**src/hw/rtl/boxds_pkg.sv**
```systemverilog
// Shared constants, types and the reciprocal table of the box-average downscaler.
`timescale 1ns / 1ps
`default_nettype none
package boxds_pkg;

	localparam int MAX_WIDTH_DEF  = 4096;
	localparam int MAX_FACTOR_DEF = 8;

	localparam int CH           = 3;
	localparam int PIX_W        = 8;
	localparam int FACTOR_W     = 4;
	localparam int DIM_W        = 13;
	localparam int HEIGHT_LIMIT = 4096;

	localparam int PADDR_W = 4;
	localparam int PDATA_W = 32;

	localparam logic [FACTOR_W-1:0] FACTOR_RESET    = 4'd2;
	localparam logic [DIM_W-1:0]    IN_WIDTH_RESET  = 13'd640;
	localparam logic [DIM_W-1:0]    IN_HEIGHT_RESET = 13'd480;

	typedef enum logic [1:0] {
		REG_FACTOR    = 2'd0,
		REG_IN_WIDTH  = 2'd1,
		REG_IN_HEIGHT = 2'd2
	} reg_idx_t;

	// floor(n * RECIP[f] >> RECIP_K) == floor(n / f^2) for every n below 256 * f^2
	localparam int RECIP_K = 24;
	localparam int RECIP_W = 25;

	localparam logic [RECIP_W-1:0] RECIP_TABLE [16] = '{
		25'((2**24 + 0) / 1),
		25'((2**24 + 0) / 1),
		25'((2**24 + 3) / 4),
		25'((2**24 + 8) / 9),
		25'((2**24 + 15) / 16),
		25'((2**24 + 24) / 25),
		25'((2**24 + 35) / 36),
		25'((2**24 + 48) / 49),
		25'((2**24 + 63) / 64),
		25'((2**24 + 80) / 81),
		25'((2**24 + 99) / 100),
		25'((2**24 + 120) / 121),
		25'((2**24 + 143) / 144),
		25'((2**24 + 168) / 169),
		25'((2**24 + 195) / 196),
		25'((2**24 + 224) / 225)
	};

	// effective (clamped) configuration
	typedef struct packed {
		logic [FACTOR_W-1:0] factor;
		logic [DIM_W-1:0]    width;
		logic [DIM_W-1:0]    height;
	} cfg_t;

	// control part of a finished block row heading for the column memory
	typedef struct packed {
		logic valid;
		logic seed_zero;
		logic last_row;
		logic frame_end;
	} req_ctl_t;

endpackage
`default_nettype wire

```
**src/hw/rtl/boxds_regs.sv**
```systemverilog
// Configuration register file with APB-style access and clamping of the settings.
`timescale 1ns / 1ps
`default_nettype none
module boxds_regs
	import boxds_pkg::*;
#(
	parameter int MAX_WIDTH  = MAX_WIDTH_DEF,
	parameter int MAX_FACTOR = MAX_FACTOR_DEF
) (
	input  wire logic               clk,
	input  wire logic               arst_n,
	input  wire logic               psel,
	input  wire logic               penable,
	input  wire logic               pwrite,
	input  wire logic [PADDR_W-1:0] paddr,
	input  wire logic [PDATA_W-1:0] pwdata,
	output logic      [PDATA_W-1:0] prdata,
	output logic                    pready,
	output cfg_t                    cfg,
	output logic                    restart
);

	localparam logic [FACTOR_W:0] MAXF = (FACTOR_W + 1)'(MAX_FACTOR);
	localparam logic [DIM_W+1:0]  MAXW = (DIM_W + 2)'(MAX_WIDTH);
	localparam logic [DIM_W:0]    MAXH = (DIM_W + 1)'(HEIGHT_LIMIT);

	logic [FACTOR_W-1:0] factor_q;
	logic [DIM_W-1:0]    in_width_q;
	logic [DIM_W-1:0]    in_height_q;
	logic                wr_c;
	logic [1:0]          idx_c;

	assign pready = 1'b1;
	assign wr_c   = psel && penable && pwrite;
	assign idx_c  = paddr[PADDR_W-1:2];

	always_comb begin
		restart = 1'b0;
		prdata  = '0;
		case (idx_c)
			REG_FACTOR: begin
				restart = wr_c;
				prdata  = PDATA_W'(factor_q);
			end
			REG_IN_WIDTH: begin
				restart = wr_c;
				prdata  = PDATA_W'(in_width_q);
			end
			REG_IN_HEIGHT: begin
				restart = wr_c;
				prdata  = PDATA_W'(in_height_q);
			end
			default: begin
				restart = 1'b0;
				prdata  = '0;
			end
		endcase
	end

	always_ff @(posedge clk or negedge arst_n) begin
		if (!arst_n) begin
			factor_q    <= FACTOR_RESET;
			in_width_q  <= IN_WIDTH_RESET;
			in_height_q <= IN_HEIGHT_RESET;
		end else if (wr_c) begin
			case (idx_c)
				REG_FACTOR:    factor_q    <= pwdata[FACTOR_W-1:0];
				REG_IN_WIDTH:  in_width_q  <= pwdata[DIM_W-1:0];
				REG_IN_HEIGHT: in_height_q <= pwdata[DIM_W-1:0];
				default: begin
				end
			endcase
		end
	end

	// zero takes effect as one, anything past the limit saturates
	always_comb begin
		if (factor_q == '0) begin
			cfg.factor = FACTOR_W'(1);
		end else if ({1'b0, factor_q} > MAXF) begin
			cfg.factor = FACTOR_W'(MAX_FACTOR);
		end else begin
			cfg.factor = factor_q;
		end
		if (in_width_q == '0) begin
			cfg.width = DIM_W'(1);
		end else if ((DIM_W + 2)'(in_width_q) > MAXW) begin
			cfg.width = DIM_W'(MAX_WIDTH);
		end else begin
			cfg.width = in_width_q;
		end
		if (in_height_q == '0) begin
			cfg.height = DIM_W'(1);
		end else if ({1'b0, in_height_q} > MAXH) begin
			cfg.height = DIM_W'(HEIGHT_LIMIT);
		end else begin
			cfg.height = in_height_q;
		end
	end

endmodule
`default_nettype wire

```
**config.mk**
```make
export PLATFORM = sky130hd
export DESIGN_NAME = boxds_regs
export DESIGN_NICKNAME = d
export VERILOG_FILES = /design/src/hw/rtl/boxds_pkg.sv /design/src/hw/rtl/boxds_regs.sv
export SDC_FILE = /design/constraint.sdc
export NUM_CORES = 1
export LEC_CHECK = 0
export BUFFER_PORTS_ARGS = -buffer_cell sky130_fd_sc_hd__buf_2
export CAP_MARGIN = 20
export CORE_ASPECT_RATIO = 1.4
export CORE_MARGIN = 2
export CORE_UTILIZATION = 49
export CTS_BUF_LIST = sky130_fd_sc_hd__clkbuf_2 sky130_fd_sc_hd__clkbuf_4 sky130_fd_sc_hd__clkbuf_8
export CTS_CLUSTER_DIAMETER = 50
export DETAILED_ROUTE_END_ITERATION = 8
export GPL_TIMING_DRIVEN = 1
export PLACE_DENSITY = 0.95
export SYNTH_ARGS = -nofsm -noshare
export SYNTH_HDL_FRONTEND = slang
export SYNTH_SLANG_ARGS = --single-unit
```
**constraint.sdc**
```tcl
create_clock -name clk -period 1.9 [get_ports clk]
set_input_delay 0.285 -clock clk [delete_from_list [all_inputs] [get_ports clk]]
set_output_delay 0.285 -clock clk [all_outputs]
set_load 0.02 [all_outputs]
```
Word-level counts from Yosys, hierarchy flattened
Index checks and enable logic that the tools add are counted.
{"block": "classes", "order_cmp": 3, "eq_ne": 2, "muxes": 8, "n_reduce_logical": 10}
{"operator": "$mux 13", "n": 4}
{"operator": "$pmux 13 s3", "n": 1}
{"operator": "$gt 13x13->1 const B", "n": 2}
{"operator": "$logic_not 13->1", "n": 2}
{"operator": "$mux 4", "n": 2}
{"operator": "$reduce_and 2->1", "n": 3}
{"operator": "$gt 4x4->1 const B", "n": 1}
{"operator": "$logic_not 4->1", "n": 1}
{"operator": "$reduce_or 3->1", "n": 1}
{"operator": "$eq 2x1->1 const B", "n": 1}
{"operator": "$eq 2x2->1 const B", "n": 1}
{"operator": "$logic_and 1x1->1", "n": 2}
{"operator": "$logic_not 2->1", "n": 1}
{"operator": "$mux 1", "n": 1}
{"block": "totals", "register_bits": 30, "input_bits": 41, "out_inout_bits": 64, "word_cells": 26}

Logic depth before layout (Yosys ltp)
{"block": "logic_depth", "word_depth": 3, "mapped_depth": 5, "mapped_depth_nobuf": 3}

Worst setup path after synthesis
OpenSTA, ideal clock, no wires.
{"block": "synth_path", "path_type": "input to output", "startpoint": "in paddr[3]", "endpoint": "out prdata[0]", "arrival_time_ns": 1.106, "required_time_ns": 1.615, "path_slack_ns": 0.509, "stages": 5, "path_buffers": 2, "cell_sequence": "buf_6 nor2b_1 buf_2 nand2_1 o21ai_0"}
{"block": "synth_via", "elab_chain_len": 2, "word_cells_on_any_way": 4, "cone_classes": "eq/ne (2); mux (1); reduce/logical (1)"}
{"element": "from (decl)", "line": "boxds_regs.sv:15", "rtl": "input wire logic [PADDR_W-1:0] paddr,"}
{"element": "$eq 2x2->1 (tied with other cells)", "line": "boxds_regs.sv:40", "rtl": "case (idx_c)"}
{"element": "$pmux 13 s3 *", "line": "boxds_regs.sv:40"}
{"element": "to (decl)", "line": "boxds_regs.sv:17", "rtl": "output logic [PDATA_W-1:0] prdata,"}
Mark *: on every way between the ends. The rest lies on a longest branch, timed or not.

==> summary.md <==
| Metric | Value |
|---|---|
| IO Pins | 105 |
| Vias in the first global route | 1402 |
| Max Fclk | 0.545 GHz |
| Core ar. | 3640 um^2 |
| Reg2reg start | in_height_q[12] |
| DP HPWL | 3.22 mm |
| Vias | about 1400 |
| Most numerous cell in the Yosys netlist | nor2b_1 |
| Residual antenna-violating net count after detailed routing | 0 |
| Die Width | 55.9 um |
| DRT Pass-1 Iters | 4 |
| Static Leakage | 1.12 nW |
| Post-synth top area cell | dfrtp_1 |
| Area fraction of the dominant cell type after synthesis | 31.2% |
| Max Buffers Root-to-Sink | 2 |
| Ranking of synthesized cells by area | dfrtp_1, mux2_4, dfstp_2 |
| Pwr dens | roughly 1100 nW/um^2 |
| Final worst slack | 0.0645 ns |
| Tmin final | 1.84 ns |
| Synth async-reset ratio | 100% |
| Synth cell count leaders | nor2b_1, dfrtp_1, buf_4, mux2_2, mux2_4 |
| Final RePlAce weighted congestion | 0.764 |
| CP startpoint | in_width_q[3] |
| Die Y | 76.6 um |
| Remaining DRCs | 0 |
| Placed cells | 255 |
| Max rail drop VDD | 728 uV |
| Root buffer cell | clkbuf_8 |
| Routed WL per cell | 16.6 um |
| Synth Instances | 158 |
| Min-Delay Path Class | in2async |
| Worst-Margin Slew | 0.796 ns |
| Fin Hold WS | 0.0209 ns |
| Fin cells | 262 |
| Fin nets | between 200 and 300 |
| Worst R2R Setup Slack | 0.87 ns |
| FF+latch count, synth | 30 |
| CTS Hold Bufs | 0 |
| Crit Path Category | reg2out |
| Grt total ovfl | 0 |
| Global Route Usage Sum | 21.7% |
| Register area share after synthesis | between 40% and 50% |
| Clock sink count | 30 |
| Number of library cell types mapped by synthesis | 23 |
| Slowest stage cell, crit path | dfrtp_1 |
| Startpoint types | flip-flop |
| Initial antenna violation count | 0 |
| Critical Path RT | 1.62 ns |
| Cells along the critical path | nor4_1 -> a31oi_1 -> nor2_1 -> buf_2 |
| Dpl ws | 0.0872 ns |
| First-pass GRT wire length | 7.13 mm |
| Area Overhead vs Synth | 17.9% |
| Initial drt markers | 15 |
| DIE AREA | 4280 um^2 |
| Final setup vio count | 0 |
| Multi-input logic area | 926 um^2 |
| Num rows | 26 |
| CTS tree | built |
| Layout cells sized above 1 | 53.2% |
| Mapped cell area | 1840 um^2 |
| Final max-slew violation count | 0 |
| Maximum Capacitance Violations | 0 |
| Port Buffers | 63 |
| Worst Path Max Fanout | 4 |
| Status | finished clean |
| Fin. Hold Viols | 0 |
| Post-synth EDFFs | 0 |
| Via density | 5.19 |
| Post CTS Setup Buffer Count | 0 |
| Mean Syn Cell Area | 11.7 um^2 |
| Ys Warns | 0 |
| N_diodes | 0 |
| Most used DFF post-synth | dfrtp_1 |
| FILL cells | 321 |
| Worst path max stage delay | 0.42 ns |
| RSZ-0062 raised after global routing | no |
| Worst Path Arrival | 1.55 ns |
| TritonCTS Buffers | 5 |
| Reg area | around 760 um^2 |
| Total negative slack | 0 ns |
| Clk Latency, worst-skew pair | between 0.2 and 0.3 ns |
| Clock slew at reported path FFs | 0.06 ns |
| Slew headroom | 46.8% |
| Clk_skew | 0 ns |
| Max H-tree Level | 2 |
| WL final | 4.35 mm |
| Period utilisation layout | 96.6% |
| Worst R2R Path Depth | 1 |
| Critical Path End Type | output port |
| Pin count of the biggest net entering global routing | 31 |
| Effective utilization at floorplan | around half |
## worst paths after layout
check                                   to
min                            factor_q[3]
min reg2reg                    factor_q[0]
max in group asynchronous    in_width_q[8]
max                                cfg[13]
min in group clk            in_width_q[10]
max reg2reg                in_height_q[12]
## timing repair
item                                    CTS  global route
endpoints found under the setup margin    0             1
endpoints found under the hold margin     0             0
resized for setup                         0             1
## cell usage in the layout, fill, tap and decap left out, types with 2 or more instances in the layout
cell	synthesis	layout
mux2i_1	4	4
dfrtp_1	23	23
clkbuf_8	0	5
nor4_1	4	3
dfstp_2	7	7
conb_1	2	20
mux2_4	14	14
a22o_1	9	9
clkbuf_4	0	2
a31oi_1	2	2
buf_2	2	63
nand2_1	4	4
nor2b_1	26	26
nor3_1	2	2
nor3b_4	2	2
mux2_2	16	16
buf_4	20	5
o21ai_0	4	4
nor2_1	5	5
## cells by family (layout without fill, tap and decap cells)
group,Yosys count,after routing,synth area share [%]
buffers and inverters,31,75,12.6
and+or+nand+nor,45,45,16.1
muxes,34,34,23.3
DFF,30,30,41.2
other,2,20,0.407
AOI/OAI and AO/OA,16,16,6.31
## through the flow
| step | cell area, um^2 | power [W] | utilization, % |
|---|---|---|---|
| 2_1_floorplan | 1910 | 0.00166 | - |
| 3_3_place_gp | 2080 | 0.00191 | 57.2 |
| 3_5_place_dp | 2080 | 0.00196 | 57.2 |
| 4_1_cts | 2170 | 0.00248 | 59.5 |
| 5_1_grt | 2170 | 0.00258 | 59.7 |
| 6_report | 2170 | 0.00246 | 59.7 |
## flip-flops by register name, indices dropped and copies added (netlist names)
register and count:
in_height_q 13, in_width_q 13, factor_q 4
## area by class of cell
cell class              instances  share of cell area [%]
well taps                      42                    2.42
multi-input cells             115                    42.6
repair buffers                 68                    16.2
flip-flops and latches         30                    34.9
clock buffers                   7                    3.85
## report_power, final
group          internal [W]  switching (W)
clock              0.000280       0.000229
combinational      0.000413       0.000516
sequential         0.000815       0.000203
total               0.00151       0.000948
## routing by layer
metal	global-route usage (%)	vias to the layer above	share of wire (%)
met2	38.3	57	53
met4	7.86	0	1.4
met3	6.28	5	6.4
met5	0	-	0
met1	24.5	675	39
li1	-	623	-
## worst max-delay path: cells and delay by family (launching register included)
kind	cells	cell delay, ns
AOI/OAI and AO/OA	1	0.16
and+or+nand+nor	2	0.50
buffers and inverters	1	0.19
DFF	1	0.42
Note: power is estimated with default switching activity, not from simulation.
