==> src/hw/rtl/boxds_pkg.sv <==
// Shared constants, types and the reciprocal table of the box-average downscaler.
`timescale 1ns / 1ps
`default_nettype none
package boxds_pkg;

	localparam int MAX_WIDTH_DEF  = 4096;
	localparam int MAX_FACTOR_DEF = 8;

	localparam int CH           = 3;
	localparam int PIX_W        = 8;
	localparam int FACTOR_W     = 4;
	localparam int DIM_W        = 13;
	localparam int HEIGHT_LIMIT = 4096;

	localparam int PADDR_W = 4;
	localparam int PDATA_W = 32;

	localparam logic [FACTOR_W-1:0] FACTOR_RESET    = 4'd2;
	localparam logic [DIM_W-1:0]    IN_WIDTH_RESET  = 13'd640;
	localparam logic [DIM_W-1:0]    IN_HEIGHT_RESET = 13'd480;

	typedef enum logic [1:0] {
		REG_FACTOR    = 2'd0,
		REG_IN_WIDTH  = 2'd1,
		REG_IN_HEIGHT = 2'd2
	} reg_idx_t;

	// floor(n * RECIP[f] >> RECIP_K) == floor(n / f^2) for every n below 256 * f^2
	localparam int RECIP_K = 24;
	localparam int RECIP_W = 25;

	localparam logic [RECIP_W-1:0] RECIP_TABLE [16] = '{
		25'((2**24 + 0) / 1),
		25'((2**24 + 0) / 1),
		25'((2**24 + 3) / 4),
		25'((2**24 + 8) / 9),
		25'((2**24 + 15) / 16),
		25'((2**24 + 24) / 25),
		25'((2**24 + 35) / 36),
		25'((2**24 + 48) / 49),
		25'((2**24 + 63) / 64),
		25'((2**24 + 80) / 81),
		25'((2**24 + 99) / 100),
		25'((2**24 + 120) / 121),
		25'((2**24 + 143) / 144),
		25'((2**24 + 168) / 169),
		25'((2**24 + 195) / 196),
		25'((2**24 + 224) / 225)
	};

	// effective (clamped) configuration
	typedef struct packed {
		logic [FACTOR_W-1:0] factor;
		logic [DIM_W-1:0]    width;
		logic [DIM_W-1:0]    height;
	} cfg_t;

	// control part of a finished block row heading for the column memory
	typedef struct packed {
		logic valid;
		logic seed_zero;
		logic last_row;
		logic frame_end;
	} req_ctl_t;

endpackage
`default_nettype wire

==> src/hw/rtl/boxds_div.sv <==
// Division by factor squared through a reciprocal multiply, and the output register.
`timescale 1ns / 1ps
`default_nettype none
module boxds_div
	import boxds_pkg::*;
#(
	parameter int MAX_FACTOR = MAX_FACTOR_DEF
) (
	input  wire logic                                               clk,
	input  wire logic                                               arst_n,
	input  wire logic [FACTOR_W-1:0]                                factor,
	input  wire logic                                               in_valid,
	output logic                                                    in_ready,
	input  wire logic [CH-1:0][$clog2(MAX_FACTOR*MAX_FACTOR*255+1)-1:0] in_total,
	input  wire logic                                               in_frame_end,
	output logic                                                    out_valid,
	input  wire logic                                               out_ready,
	output logic [CH-1:0][PIX_W-1:0]                                out_pix,
	output logic                                                    out_frame_end
);

	localparam int SW = $clog2(MAX_FACTOR * MAX_FACTOR * 255 + 1);
	localparam int MW = SW + RECIP_W;

	logic [RECIP_W-1:0]    recip_q;
	logic                  valid_s2, frame_end_s2;
	logic [CH-1:0][MW-1:0] prod_s2;
	logic                  out_valid_q, out_frame_end_q;
	logic [CH-1:0][PIX_W-1:0] out_pix_q;
	logic                  out_take_c;

	assign out_take_c = !out_valid_q || out_ready;
	assign in_ready   = !valid_s2 || out_take_c;

	// settings must change only while idle (unenforced): the reciprocal lag is harmless
	always_ff @(posedge clk) begin
		recip_q <= RECIP_TABLE[factor];
	end

	always_ff @(posedge clk or negedge arst_n) begin
		if (!arst_n) begin
			valid_s2    <= 1'b0;
			out_valid_q <= 1'b0;
		end else begin
			if (in_ready) begin
				valid_s2 <= in_valid;
			end
			if (out_take_c) begin
				out_valid_q <= valid_s2;
			end
		end
	end

	always_ff @(posedge clk) begin
		if (in_ready && in_valid) begin
			for (int c = 0; c < CH; c++) begin
				prod_s2[c] <= MW'(in_total[c]) * MW'(recip_q);
			end
			frame_end_s2 <= in_frame_end;
		end
		if (out_take_c && valid_s2) begin
			for (int c = 0; c < CH; c++) begin
				out_pix_q[c] <= prod_s2[c][RECIP_K +: PIX_W];
			end
			out_frame_end_q <= frame_end_s2;
		end
	end

	assign out_valid     = out_valid_q;
	assign out_pix       = out_pix_q;
	assign out_frame_end = out_frame_end_q;

	a_s2_fill: assert property (@(posedge clk) disable iff (!arst_n)
		in_valid && in_ready |=> valid_s2)
		else $error("accepted block average not staged");

endmodule
`default_nettype wire

==> config.mk <==
export PLATFORM = sky130hd
export DESIGN_NAME = boxds_div
export DESIGN_NICKNAME = d
export VERILOG_FILES = /design/src/hw/rtl/boxds_pkg.sv /design/src/hw/rtl/boxds_div.sv
export SDC_FILE = /design/constraint.sdc
export NUM_CORES = 2
export LEC_CHECK = 0
export BUFFER_PORTS_ARGS = -buffer_cell sky130_fd_sc_hd__clkbuf_2
export CAP_MARGIN = 20
export CORE_MARGIN = 2
export CORE_UTILIZATION = 55
export CTS_BUF_LIST = sky130_fd_sc_hd__clkbuf_8
export DETAILED_ROUTE_END_ITERATION = 6
export GPL_TIMING_DRIVEN = 0
export PLACE_DENSITY = 0.72
export SLEW_MARGIN = 20
export SYNTH_ARGS = -nofsm -noshare
export SYNTH_HDL_FRONTEND = slang
export SYNTH_SLANG_ARGS = --single-unit
==> constraint.sdc <==
create_clock -name clk -period 7.1 [get_ports clk]
set_input_delay 0 -clock clk [delete_from_list [all_inputs] [get_ports clk]]
set_output_delay 0 -clock clk [all_outputs]
set_load 0.01 [all_outputs]
### Yosys cells after proc, flatten, opt, wreduce, memory -nomap -nowiden

Memories as Yosys holds them, arrays and structs flattened. A register that Yosys moved wholly into a read port is not among the register bits.
Index checks and enable logic that the tools add are counted.
W data, S select, Z words.

| storage, ports and cells | value |
|---|---|
| word-level logic and storage cells | 21 |
| bits in registers | 124 |
| output and inout port bits | 27 |
| input port bits | 51 |
| memories | 1 |
| memory bits (read-only) | 400 |

| cells by class | value |
|---|---|
| multiply operators | 3 |
| reductions and logical operators | 6 |
| bitwise logic cells | 1 |

Memory list:

| memory | words | bits a word | read ports | clocked after memory_dff | wr ports | RTL line | source |
|---|---|---|---|---|---|---|---|
| (no name shown) | 16 | 25 | 1 | 1 | 0 | boxds_div.sv:37 | `recip_q <= RECIP_TABLE[factor];` |

Operators by type and width:

| kind | count |
|---|---|
| $mul A14 B25 Y32 | 3 |
| $not A4 Y5 | 1 |
| $logic_and A1 B1 Y1 | 2 |
| $logic_not A1 Y1 | 2 |
| $logic_or A1 B1 Y1 | 2 |

### Logic depth before layout (Yosys ltp)

| logic depth | value |
|---|---|
| depth in word-level cells | 4 |
| mapped depth | 23 |
| gate-level depth less buffers | 22 |

### Worst setup path before layout

Ideal clock, no wire load.

| timing | value |
|---|---|
| path type | register -> register |
| from | register recip_q[19] |
| to | register prod_s2[109] (netlist bit), data pin |
| cell stages (with the launch flop) | 19 |
| library setup time | 268 ps |
| clock period less this slack | 5,803 ps |
| setup slack | 1,297 ps |
| arrival time | 5,535 ps |
| buffers on the path | 2 |
| cell sequence | dfxtp_1 > clkbuf_1 > clkbuf_1 > nand2_1 > fa_1 > inv_1 > fa_1 > fa_1 > fa_1 > fa_1 > fa_1 > ha_1 > and4_1 > a211oi_2 > a21oi_2 > o311ai_2 > a31oi_2 > nor4_1 > nor3b_1 |

| between the ends | value |
|---|---|
| longest elaborated chain between the ends | 1 |

Ends and longest elaborated chain:

| what | RTL line | source |
|---|---|---|
| from (decl) | boxds_div.sv:25 | `logic [RECIP_W-1:0] recip_q;` |
| $mul A14 B25 Y32 | boxds_div.sv:57 | `prod_s2[c] <= MW'(in_total[c]) * MW'(recip_q);` |
| to (signal, indexed assignment) | boxds_div.sv:57 |  |
| to (decl) | boxds_div.sv:27 | `logic [CH-1:0][MW-1:0] prod_s2;` |

No other way between the ends.
A chain may end at the register's enable or synchronous reset.

### Worst setup path after layout

| timing | value |
|---|---|
| from | register recip_q[6] |
| to | register prod_s2[64] (netlist bit), data pin |

The elaborated chain is that of the path after synthesis.

==> flow_summary.yaml <==
clocking:
  insertion_delay_ns: 0.42
  clockRootBuffer: "clkbuf_8"
  cts_buffers: 9
  h-tree-depth: 3
  cts_tree: "done"
  post_cts_buffers: 0
  cts.sinks: 75
  clk_pin_slew_ns: 0.09
  cts_max_path_buffers: 2
synth:
  synth_edf_count: 50
  syn_inst: 3250
  synth_most_common_cell: "inv_1"
  synth_top_area_share_pct: 47.8
  yosysWarnings: 0
  synth_common_cells: "inv_1, fa_1, nand2_1"
  synth_seq_cells: 75
  synthTopCellsByArea: "fa_1, ha_1, inv_1"
  async_flop_share_pct: 2.67
  yosysTopAreaCell: "fa_1"
  syn_nets: 4254
  synth_ff_type: "edfxtp_1"
  synth_area_per_cell_um2: 9.12
  synth_cell_type_count: 61
  synth.yosys.seq_area_share_pct: 6.79
  netlist_area_um2: 29600
finish:
  design_area_um2: 31300
  nNetsFinal: 4352
  fill_cells: 4731
  syn_to_final_growth_pct: 5.60
  drive_gt1_share_pct: 4.18
  fin_cells: 4059
grt:
  grt_pass1_vias: 23800
  grt.busiest_layer: "met2"
  grt_max_degree: 21
  grt_usage_pct: 33.0
  met1_usage_pct: 45.8
  overflow: 0
  grt_pass1_wl_um: 137000
  antenna_found_initial: 12
  gr-usage-met2_pct: 49.6
  use_met3_pct: 7.16
critical_path:
  startpoint_type: "flip-flop"
  critical_path_buf_inv_count: 7
  end_kind: "flip-flop"
  path_class: "flip-flop to flip-flop"
  worstPathMaxFanout: 10
  cp_data_arrival_time_ns: 7.15
  crit_family: "adder cells"
  path_cells: "clkbuf_1 > and2_1 > fa_1 > inv_1 > fa_1 > inv_1 > fa_1 > inv_1 > fa_1 > inv_1 > fa_1 > inv_1 > fa_1 > inv_1 > ha_1 > a21o_1 > a31oi_1 > a21boi_1 > nor3_1 > or4_4 > a21oi_2 > nor2_1 > xnor2_1"
  crit_required_ns: 7.32
  critPathSlowestCell: "clkbuf_1"
  cpPeakStageDelay_ns: 0.73
die:
  io_pins: 78
  initial_core_util_pct: 55.4
  dieArea_um2: 55700
  coreArea_um2: 53500
  fp.dieW_um: 236
  die_y_um: 236
  rows: 85
pwr:
  ir_drop_v: 0.000319
  leakagePower_nw: 15.6
  pwr_density_cell_nw_per_um2: 350
min_path:
  worstHoldPathType: "input pin to flip-flop"
route:
  vias_per_cell: 5.55
  ant_nets: 0
  wirelength_um: 87200
  drt_iter0_drc: 2227
  wl_per_cell_um: 21.5
  vias: 22500
  drc_errors: 0
  drtPass1Iterations: 6
run:
  drv_cap: 0
timing:
  period_share_pct: 97.7
  finClkSkew_ns: 0.00769
  period_needed_ns: 6.94
  relSlewSlack_pct: 33.6
  worst_pin_slew_ns: 0.995
  slew_viol_final: 0
  hold_viol_final: 0
  setup_ws_ns: 0.163
  setup_viol: 0
  setup_tns_ns: 0
  rsz0062_at_grt: "no"
  fmax_ghz: 0.144
placed_design:
  portBuffers: 76
  gp_congestion: 0.981
  placed_cell_area_um2: 30900
  pre_cts_slack_ns: -0.347
  dpl.hpwl_um: 70900
  dp_cells: 4024
outcome:
  outcome: "completed"
## state kept, by name, summed over array words and instances, names as in the netlist
name and flops:
out_frame_end 1, prod_s2 24, recip_q 23, out_pix 24, valid_s2 1, frame_end_s2 1
out_valid 1
## cells in the final DEF (no fill, tap or decap), types with 14 or more instances in the layout
cell and n:
o21ai_0 27, clkbuf_2 107, dfxtp_1 23, inv_1 768, xor2_1 14, ha_1 245, nand2_1 522, clkbuf_1 142
fa_1 708, edfxtp_1 50, a21o_1 14, a21oi_1 40, and2_1 448, nor2_1 28, xnor2_1 43
## where the power goes
group          leakage (nW)  internal (W)  switching, W
logic                  14.8       0.00401       0.00580
registers             0.695      0.000728     0.0000518
clock network        0.0987      0.000136      0.000206
## cell families after synthesis
| group | after synthesis | share of synthesized area (%) |
|---|---|---|
| AO/OA/AOI/OAI | 148 | 3.32 |
| XOR/XNOR | 57 | 1.69 |
| adder cells (fa/ha/maj) | 953 | 58.2 |
| buffers and inverters | 945 | 12.0 |
| flip-flops | 75 | 6.79 |
| multiplexers | 3 | 0.101 |
| AND/OR/NAND/NOR | 1069 | 17.9 |
## worst register-to-register path: cells and delay by family, from the launching register on
| kind | cells | cell delay (ns) |
|---|---|---|
| buffers and inverters | 7 | 1.03 |
| AO/OA/AOI/OAI | 4 | 0.85 |
| XOR/XNOR | 1 | 0.26 |
| flip-flops | 1 | 0.59 |
| AND/OR/NAND/NOR | 4 | 1.07 |
| adder cells (fa/ha/maj) | 7 | 2.92 |
## metal layers
layer / vias up / part of all wire [%]
li1: 9637 / -
met1: 11300 / 39
met2: 1250 / 43
met3: 308 / 12
met4: 6 / 5.6
met5: - / 0.048
## final cells by class
| type | instances | area (µm²) | area share [%] |
|---|---|---|---|
| multi-input cells | 2230 | 24100 | 77.0 |
| clock inverters | 7 | 66.3 | 0.212 |
| well taps | 696 | 871 | 2.78 |
| diodes | 10 | 25.0 | 0.0800 |
| flip-flops and latches | 75 | 2010 | 6.43 |
| plain buffers | 177 | 717 | 2.29 |
| inverters | 768 | 2880 | 9.21 |
| clock buffers | 9 | 124 | 0.396 |
| repair buffers | 87 | 510 | 1.63 |
## repair_timing
action | 4_1_cts | 5_1_grt
pin swaps | 0 | 0
hold endpoints to repair | 12 | 0
endpoints found under the setup margin | 11 | 13
hold buffers | 9 | 0
resized for setup | 10 | 62
## final timing paths
check | startpoint | to | slack [ns] | cells past startpoint
min in group asynchronous | arst_n | valid_s2 | 0.49 | 3
max in group asynchronous | arst_n | out_valid | 6.49 | 3
worst max-delay path | recip_q[6] | prod_s2[64] | 0.16 | 23
worst min register to register | prod_s2[26] | out_pix[2] | 0.43 | 0
worst max register to register | recip_q[6] | prod_s2[64] | 0.16 | 23
worst min-delay path | factor[0] | recip_q[13] | 0.06 | 3
## through the flow
stage / hold slack (ns) / util, % / total power, W
2_1_floorplan: -0.296 / - / 0.00799
3_3_place_gp: -0.214 / 57.7 / 0.0102
3_5_place_dp: -0.213 / 57.8 / 0.0104
4_1_cts: 0.0294 / 58.4 / 0.0108
5_1_grt: 0.0722 / 58.4 / 0.0124
6_report: 0.0586 / 58.5 / 0.0109
No activity file was read; power rests on OpenSTA's default activity.
