### src/hw/rtl/boxds_pkg.sv
// Shared constants, types and the reciprocal table of the box-average downscaler.
`timescale 1ns / 1ps
`default_nettype none
package boxds_pkg;

	localparam int MAX_WIDTH_DEF  = 4096;
	localparam int MAX_FACTOR_DEF = 8;

	localparam int CH           = 3;
	localparam int PIX_W        = 8;
	localparam int FACTOR_W     = 4;
	localparam int DIM_W        = 13;
	localparam int HEIGHT_LIMIT = 4096;

	localparam int PADDR_W = 4;
	localparam int PDATA_W = 32;

	localparam logic [FACTOR_W-1:0] FACTOR_RESET    = 4'd2;
	localparam logic [DIM_W-1:0]    IN_WIDTH_RESET  = 13'd640;
	localparam logic [DIM_W-1:0]    IN_HEIGHT_RESET = 13'd480;

	typedef enum logic [1:0] {
		REG_FACTOR    = 2'd0,
		REG_IN_WIDTH  = 2'd1,
		REG_IN_HEIGHT = 2'd2
	} reg_idx_t;

	// floor(n * RECIP[f] >> RECIP_K) == floor(n / f^2) for every n below 256 * f^2
	localparam int RECIP_K = 24;
	localparam int RECIP_W = 25;

	localparam logic [RECIP_W-1:0] RECIP_TABLE [16] = '{
		25'((2**24 + 0) / 1),
		25'((2**24 + 0) / 1),
		25'((2**24 + 3) / 4),
		25'((2**24 + 8) / 9),
		25'((2**24 + 15) / 16),
		25'((2**24 + 24) / 25),
		25'((2**24 + 35) / 36),
		25'((2**24 + 48) / 49),
		25'((2**24 + 63) / 64),
		25'((2**24 + 80) / 81),
		25'((2**24 + 99) / 100),
		25'((2**24 + 120) / 121),
		25'((2**24 + 143) / 144),
		25'((2**24 + 168) / 169),
		25'((2**24 + 195) / 196),
		25'((2**24 + 224) / 225)
	};

	// effective (clamped) configuration
	typedef struct packed {
		logic [FACTOR_W-1:0] factor;
		logic [DIM_W-1:0]    width;
		logic [DIM_W-1:0]    height;
	} cfg_t;

	// control part of a finished block row heading for the column memory
	typedef struct packed {
		logic valid;
		logic seed_zero;
		logic last_row;
		logic frame_end;
	} req_ctl_t;

endpackage
`default_nettype wire

### src/hw/rtl/boxds_ctrl.sv
// Raster position tracking and per-row partial block sums.
`timescale 1ns / 1ps
`default_nettype none
module boxds_ctrl
	import boxds_pkg::*;
#(
	parameter int MAX_WIDTH  = MAX_WIDTH_DEF,
	parameter int MAX_FACTOR = MAX_FACTOR_DEF
) (
	input  wire logic                          clk,
	input  wire logic                          arst_n,
	input  wire cfg_t                          cfg,
	input  wire logic                          restart,
	input  wire logic                          accept,
	input  wire logic [CH-1:0][PIX_W-1:0]      pix,
	output req_ctl_t                           req,
	output logic      [$clog2(MAX_WIDTH)-1:0]  req_addr,
	output logic      [CH-1:0][$clog2(MAX_FACTOR*255+1)-1:0] req_part
);

	localparam int AW = $clog2(MAX_WIDTH);
	localparam int PW = $clog2(MAX_FACTOR * 255 + 1);

	logic [DIM_W-1:0]    col_q, row_q, cbase_q, rbase_q;
	logic [FACTOR_W-1:0] subc_q, subr_q;
	logic [AW-1:0]       blk_q;
	logic [CH-1:0][PW-1:0] part_q;

	logic [DIM_W:0]      f_ext_c, w_ext_c, h_ext_c;
	logic [DIM_W:0]      col_end_c, row_end_c;
	logic                col_used_c, row_used_c, in_used_c;
	logic                col_last_blk_c, row_last_blk_c;
	logic [FACTOR_W-1:0] fm1_c;
	logic                complete_c, last_row_c;
	logic                row_done_c, frame_done_c;
	logic                subc_wrap_c, subr_wrap_c;
	logic [CH-1:0][PW-1:0] sum_c;

	assign f_ext_c = (DIM_W + 1)'(cfg.factor);
	assign w_ext_c = {1'b0, cfg.width};
	assign h_ext_c = {1'b0, cfg.height};

	// a block counts only if it fits wholly inside the image
	assign col_end_c      = {1'b0, cbase_q} + f_ext_c;
	assign row_end_c      = {1'b0, rbase_q} + f_ext_c;
	assign col_used_c     = col_end_c <= w_ext_c;
	assign row_used_c     = row_end_c <= h_ext_c;
	assign in_used_c      = col_used_c && row_used_c;
	assign col_last_blk_c = (col_end_c + f_ext_c) > w_ext_c;
	assign row_last_blk_c = (row_end_c + f_ext_c) > h_ext_c;

	assign fm1_c      = cfg.factor - FACTOR_W'(1);
	assign complete_c = subc_q == fm1_c;
	assign last_row_c = subr_q == fm1_c;

	assign row_done_c   = ({1'b0, col_q} + (DIM_W + 1)'(1)) >= w_ext_c;
	assign frame_done_c = ({1'b0, row_q} + (DIM_W + 1)'(1)) >= h_ext_c;
	assign subc_wrap_c  = ({1'b0, subc_q} + (FACTOR_W + 1)'(1)) >= {1'b0, cfg.factor};
	assign subr_wrap_c  = ({1'b0, subr_q} + (FACTOR_W + 1)'(1)) >= {1'b0, cfg.factor};

	always_comb begin
		for (int c = 0; c < CH; c++) begin
			sum_c[c] = part_q[c] + PW'(pix[c]);
		end
	end

	assign req.valid     = accept && in_used_c && complete_c;
	assign req.seed_zero = subr_q == '0;
	assign req.last_row  = last_row_c;
	assign req.frame_end = col_last_blk_c && row_last_blk_c;
	assign req_addr      = blk_q;
	assign req_part      = sum_c;

	always_ff @(posedge clk or negedge arst_n) begin
		if (!arst_n) begin
			col_q   <= '0;
			row_q   <= '0;
			cbase_q <= '0;
			rbase_q <= '0;
			subc_q  <= '0;
			subr_q  <= '0;
			blk_q   <= '0;
			part_q  <= '0;
		end else if (restart) begin
			col_q   <= '0;
			row_q   <= '0;
			cbase_q <= '0;
			rbase_q <= '0;
			subc_q  <= '0;
			subr_q  <= '0;
			blk_q   <= '0;
			part_q  <= '0;
		end else if (accept) begin
			if (row_done_c) begin
				col_q   <= '0;
				cbase_q <= '0;
				subc_q  <= '0;
				blk_q   <= '0;
				part_q  <= '0;
				if (frame_done_c) begin
					row_q   <= '0;
					rbase_q <= '0;
					subr_q  <= '0;
				end else begin
					row_q <= row_q + DIM_W'(1);
					if (subr_wrap_c) begin
						subr_q  <= '0;
						rbase_q <= rbase_q + DIM_W'(cfg.factor);
					end else begin
						subr_q <= subr_q + FACTOR_W'(1);
					end
				end
			end else begin
				col_q <= col_q + DIM_W'(1);
				if (subc_wrap_c) begin
					subc_q  <= '0;
					cbase_q <= cbase_q + DIM_W'(cfg.factor);
					blk_q   <= blk_q + AW'(1);
				end else begin
					subc_q <= subc_q + FACTOR_W'(1);
				end
				// drop the row sum once its block row is handed on
				if (in_used_c) begin
					part_q <= complete_c ? '0 : sum_c;
				end
			end
		end
	end

	a_subc_in_block: assert property (@(posedge clk) disable iff (!arst_n)
		subc_q < cfg.factor)
		else $error("sub-column outside block");

	a_col_in_row: assert property (@(posedge clk) disable iff (!arst_n)
		col_q < cfg.width && cbase_q <= col_q)
		else $error("column position outside row");

endmodule
`default_nettype wire

### config.mk
export PLATFORM = sky130hd
export DESIGN_NAME = boxds_ctrl
export DESIGN_NICKNAME = d
export VERILOG_FILES = /design/src/hw/rtl/boxds_pkg.sv /design/src/hw/rtl/boxds_ctrl.sv
export SDC_FILE = /design/constraint.sdc
export NUM_CORES = 1
export LEC_CHECK = 0
export BUFFER_PORTS_ARGS = -buffer_cell sky130_fd_sc_hd__buf_4
export CAP_MARGIN = 20
export CORE_ASPECT_RATIO = 2
export CORE_MARGIN = 8
export CORE_UTILIZATION = 60
export DETAILED_ROUTE_END_ITERATION = 8
export PLACE_DENSITY = 0.85
export SLEW_MARGIN = 20
export SYNTH_ARGS = -nofsm -noshare
export SYNTH_HDL_FRONTEND = slang
export SYNTH_SLANG_ARGS = --single-unit
### constraint.sdc
create_clock -name clk -period 4.4 [get_ports clk]
set_input_delay 0.44 -clock clk [delete_from_list [all_inputs] [get_ports clk]]
set_output_delay 0.44 -clock clk [all_outputs]
set_load 0.01 [all_outputs]
---- Word level (Yosys, flattened, before mapping) ----
Cells that the tools add are included.
operators by class
  add/subtract/negate cells ............... 19
  equality and inequality tests ........... 2
  order comparisons ....................... 8
  divide/modulo/power cells ............... 0
  multiply operators ...................... 0
  bitwise gates (word level) .............. 0
  reduce and logical (&&, ||, !) cells .... 14
  muxes and demuxes ....................... 34
  shift operators ......................... 0
operators with widths
  kind                   number
  $mux 13                16
  $mux 33                5
  $mux 12                4
  $mux 4                 9
  $add 11x8->11          3
  $add 13x1->14 const B  2
  $add 13x4->14          2
  $add 14x4->14          2
  $ge 14x13->1           2
  $gt 14x13->1           2
  $le 14x13->1           2
  $add 13x1->13 const B  2
  $add 13x4->13          2
  $add 12x1->12 const B  1
  $add 4x1->5 const B    2
  $ge 5x4->1             2
  $reduce_bool 3->1      3
  $add 4x1->4 const B    2
  $eq 4x4->1             2
  $reduce_and 2->1       3
  $logic_and 1x1->1      4
  $logic_not 4->1        1
  $reduce_bool 2->1      2
  $sub 4x1->4 const B    1
  $reduce_and 3->1       1
storage, ports and cells
  memories kept ........................... 0
  RAM bits ................................ 0
  bits in latches ......................... 0
  output and inout bits ................... 49
  bits of input ports ..................... 58
  word-level logic and storage cells ...... 87
  memory bits (read-only) ................. 0
  bits in registers ....................... 105

---- Longest topological paths before layout ----
  depth after elaboration ................. 7
  depth in mapped cells ................... 18
  depth with buffers taken out ............ 18

---- Worst setup path before layout ----
OpenSTA, ideal clock, no wires.
  kind .................................... in2out
  start point ............................. input cfg[26] (netlist bit)
  end point ............................... output req[0] (netlist bit)
  path slack .............................. 234 ps
  required time ........................... 3960 ps
  cell stages on the path ................. 17
  data arrival time ....................... 3726 ps
  cells stage by stage .................... ha_1 fa_1 inv_1 fa_1 nor2b_1 o21ai_0 nand2b_1 and2_1 nand4_1 nor4b_1 xnor2_1 ha_1 nand3_1 nor3_1 a21boi_0 o21ai_0 a32oi_1
RTL lines
  element      line              source
  from (decl)  boxds_ctrl.sv:12  input wire cfg_t cfg,
  to (decl)    boxds_ctrl.sv:16  output req_ctl_t req,

==> impl_results.md <==
- Multi-input gate area in the final layout: roughly 6500 um^2
- Leading post-synthesis cells by cell area: sky130_fd_sc_hd__dfrtp_1 (28%), sky130_fd_sc_hd__ha_1 (18%), sky130_fd_sc_hd__xnor2_1 (6.4%), sky130_fd_sc_hd__o21ai_0 (4.1%), sky130_fd_sc_hd__a22o_1 (4.0%)
- Capture instance of the worst register-to-register path: part_q[27]
- Ys flop type: sky130_fd_sc_hd__dfrtp_1
- Cells after Synth: around 1000
- Core footprint: approximately 15000 um^2
- EDFF count, synth: 0
- Number of global-route vias before repair: roughly 9700
- Total setup violations reported at the end of the flow: 1
- Clk_skew: roughly 0.018 ns
- Vias post-DR: ~8900
- GR Overflow Total: 0
- Number of fillers in the final layout: around 1100
- Post-synth top area share: about 28%
- Top cell type by total area after synthesis: sky130_fd_sc_hd__dfrtp_1
- Via/cell ratio: approximately 6.2
- Num ports: approximately 110
- Number of levels the H-tree was split into: 3
- RR Startpoint: cbase_q[0]
- Run status: finished, violations left
- Fraction of layout cells with a size suffix above 1: 22.5%
- Effective utilization at floorplan: around 61%
- Critical path type: flop to output port
- Hold buffers post-CTS: 0
- MaxCap Viol Count: 0
- Post-synth design cell area: between 9000 and 10000 um^2
- Number of nets in the finished design: 1425
- GRT Overall Usage: around 28%
- Source-to-sink clock delay at the later pin of the worst-skew pair: approximately 0.37 ns
- Period utilization: 104%
- Die height: 192 um
- Master cell of the clock root buffer: sky130_fd_sc_hd__clkbuf_16
- Relative slew slack: approximately 50%
- Power Density: ~380 nW/um^2
- Asr flop ratio synth: 100%
- Detail Placement HPWL: roughly 22000 um
- Clock slew seen by the registers of the worst setup and hold paths: about 0.08 ns
- CP Data Required Time: just under 4 ns
- CTS Buf Count: 9
- Clock Tree Buf Depth: 2
- Number of flip-flops and latches in the synthesized netlist: around 110
- Core Rows: 64
- Launching element type of the critical path: flop
- # port buffers: roughly 110
- Storage cell area: roughly 2600 um^2
- Static power due to leakage: a little under 0.006 uW
- Total count of max-transition violations in the final report: 0
- Area of the die: 20100 um^2
- Global-route wire length before repair: 45100 um
- Final period demand of the worst path: ~4.6 ns
- TritonCTS clock tree: yes
- Count of distinct cell types in the synthesized netlist: roughly 70
- Critical path peak fanout: 3
- Sequential-to-total area share from yosys stat: between 20 and 30%
- Initial antenna violation count: 0
- Routed wire length per instance: approximately 19 um
- Unrepaired setup endpoints after global routing: true
- Number of cells on the worst reg-to-reg path: 19
- Post-Route Setup TNS: -0.166 ns
- Signed area change from the synthesized netlist to the final layout: 22.5%
- Routability cong.: between 0.9 and 1
- Width of the chip: about 100 um
- Peak ir drop on the vdd network: about 400 uV
- Worst-case hold slack: about 0.063 ns
- Count of clock tree sinks: between 100 and 150
- Critical path arrival: roughly 4.1 ns
- Overall routed net length: roughly 28000 um
- Number of nets still failing antenna checks after routing: 0
- Count of antenna diodes in the layout: 0
- Post-synth net total: 1245
- Violated checks: setup timing
- Worst reg-to-reg setup slack: around 0.35 ns
- Iter 0 DRT Violations: roughly 480
- Worst Tran Pin Value: approximately 0.73 ns
- First drt pass iteration count: 6
- Maximum number of pins on one net before global-route repair: 44
- Mapped Avg Cell Area: ~8.9 um^2
- Final routed DRC violation total: 0
- Post-layout worst setup margin: -0.166 ns
- Yosys Warn Count: 0
- Number of hold violations in the final report: 0
- Hold Path Class: primary input to asynchronous set/reset pin
- Type of element capturing the critical path: output port
- Highest clock frequency the design can meet: ~0.22 GHz
metrics by stage:
stage / setup WS [ns] / utilization [%] / instance area [um^2] / cells / power, uW
4_1_cts: -0.173 / 74.3 / 11400 / 1428 / 4320
5_1_grt: -0.416 / 74.8 / 11400 / 1429 / 4650
3_3_place_gp: -0.192 / 71.4 / 10900 / 1407 / 3380
3_5_place_dp: -0.254 / 71.4 / 10900 / 1407 / 3460
2_1_floorplan: 0.234 / - / 9340 / 1047 / 2560
6_report: -0.166 / 74.8 / 11400 / 1429 / 4360
cells in the final DEF, fill, tap and decap left out, drive strengths merged, types with 4 or more instances in the layout:
cell,instances
nand3,49
dfrtp,105
and3,16
a31o,4
ha,133
buf,200
o211ai,6
xnor2,68
nor3,20
o21ai,80
or2,6
xor2,37
o31ai,15
a21o,30
a22o,43
o21bai,6
nor2,64
nand4,21
nand2,82
a211oi,15
nand2b,8
nor2b,13
o2bb2ai,5
and2,6
clkbuf,10
fa,7
inv,74
or3,5
a31oi,6
nor4,5
a21oi,43
worst max path at each step:
stage / cells past startpoint / slack [ns] / end / start
3_5_place_dp: 19 / -0.25 / req[0] / cfg[26]
3_3_place_gp: 19 / -0.19 / req[0] / cfg[26]
6_report: 17 / -0.17 / req[0] / rbase_q[0]
2_1_floorplan: 17 / 0.23 / req[0] / cfg[26]
4_1_cts: 18 / -0.17 / req[0] / cbase_q[0]
5_1_grt: 18 / -0.42 / req[0] / cbase_q[0]
cell type report:
class | count | share of cell area, %
Inverter | 72 | 2.36
Clock inverter | 5 | 0.339
Timing Repair Buffer | 200 | 13.5
Sequential cell | 105 | 23.0
Clock buffer | 10 | 2.09
Multi-Input combinational cell | 839 | 56.6
Tap cell | 198 | 2.17
logic make-up (layout without fill, tap and decap cells):
logic type / count (synthesis) / after routing / synth area share [%]
simple gates: 307 / 307 / 16.6
compound gates: 283 / 283 / 21.1
fa+ha+maj: 140 / 140 / 19.3
xor+xnor: 105 / 105 / 9.85
flops: 105 / 105 / 28.1
buf+inv: 103 / 287 / 4.60
mux: 4 / 4 / 0.442
power breakdown:
group / switching, uW / internal, uW / total [uW]
Sequential: 128 / 1090 / 1220
Clock: 397 / 403 / 799
Combinational: 1210 / 1120 / 2340
synth_stat cells (4+ instances only):
cell	number
sky130_fd_sc_hd__and3_1	16
sky130_fd_sc_hd__nand3_1	49
sky130_fd_sc_hd__o21bai_1	6
sky130_fd_sc_hd__nor3_1	18
sky130_fd_sc_hd__o2bb2ai_1	5
sky130_fd_sc_hd__a21o_1	30
sky130_fd_sc_hd__a31oi_1	6
sky130_fd_sc_hd__fa_1	7
sky130_fd_sc_hd__xnor2_1	68
sky130_fd_sc_hd__nor4_1	4
sky130_fd_sc_hd__nor2_1	63
sky130_fd_sc_hd__buf_2	10
sky130_fd_sc_hd__xor2_1	37
sky130_fd_sc_hd__inv_1	72
sky130_fd_sc_hd__nand2b_1	8
sky130_fd_sc_hd__or3_1	5
sky130_fd_sc_hd__or2_2	6
sky130_fd_sc_hd__o211ai_1	6
sky130_fd_sc_hd__a21oi_1	43
sky130_fd_sc_hd__a31o_2	4
sky130_fd_sc_hd__clkbuf_1	15
sky130_fd_sc_hd__a211oi_1	14
sky130_fd_sc_hd__nor2b_1	13
sky130_fd_sc_hd__ha_1	133
sky130_fd_sc_hd__dfrtp_1	105
sky130_fd_sc_hd__nand4_1	20
sky130_fd_sc_hd__nand2_1	81
sky130_fd_sc_hd__and2_1	5
sky130_fd_sc_hd__buf_4	4
sky130_fd_sc_hd__o31ai_1	15
sky130_fd_sc_hd__o21ai_0	77
sky130_fd_sc_hd__a22o_1	43
worst max-delay path, cell delays in order (launching register included):
cell and delay, ns:
sky130_fd_sc_hd__dfrtp_1 0.39, sky130_fd_sc_hd__ha_2 0.21, sky130_fd_sc_hd__fa_2 0.59, sky130_fd_sc_hd__ha_1 0.23
sky130_fd_sc_hd__a21o_1 0.18, sky130_fd_sc_hd__a21oi_1 0.18, sky130_fd_sc_hd__nor2b_1 0.08, sky130_fd_sc_hd__o2111a_2 0.28
sky130_fd_sc_hd__nand3_1 0.10, sky130_fd_sc_hd__xnor2_1 0.12, sky130_fd_sc_hd__ha_1 0.27, sky130_fd_sc_hd__a2111oi_2 0.36
sky130_fd_sc_hd__o21ai_1 0.11, sky130_fd_sc_hd__a31oi_1 0.14, sky130_fd_sc_hd__o31ai_1 0.09, sky130_fd_sc_hd__a21oi_1 0.16
sky130_fd_sc_hd__a32oi_1 0.09, sky130_fd_sc_hd__buf_4 0.16
sequential cells by signal, indices dropped and copies added, names as in the netlist:
register,flops
cbase_q,13
col_q,13
part_q,33
rbase_q,13
req_addr,12
row_q,13
subc_q,4
subr_q,4
metal layers:
| layer | vias up | wire, um | global-route usage (%) |
|---|---|---|---|
| met5 | - | 0 | 0 |
| met4 | 0 | 2070 | 22.5 |
| met3 | 137 | 1390 | 5.25 |
| met2 | 315 | 14800 | 52.9 |
| met1 | 4258 | 9400 | 25.1 |
| li1 | 4160 | - | - |
timing repair:
item,CTS,global route
setup buffers,6,1
cloned,0,0
setup endpoints to repair,2,2
pin swaps,15,7
gates resized for setup,32,14
Note: power is estimated with default switching activity, not from simulation.
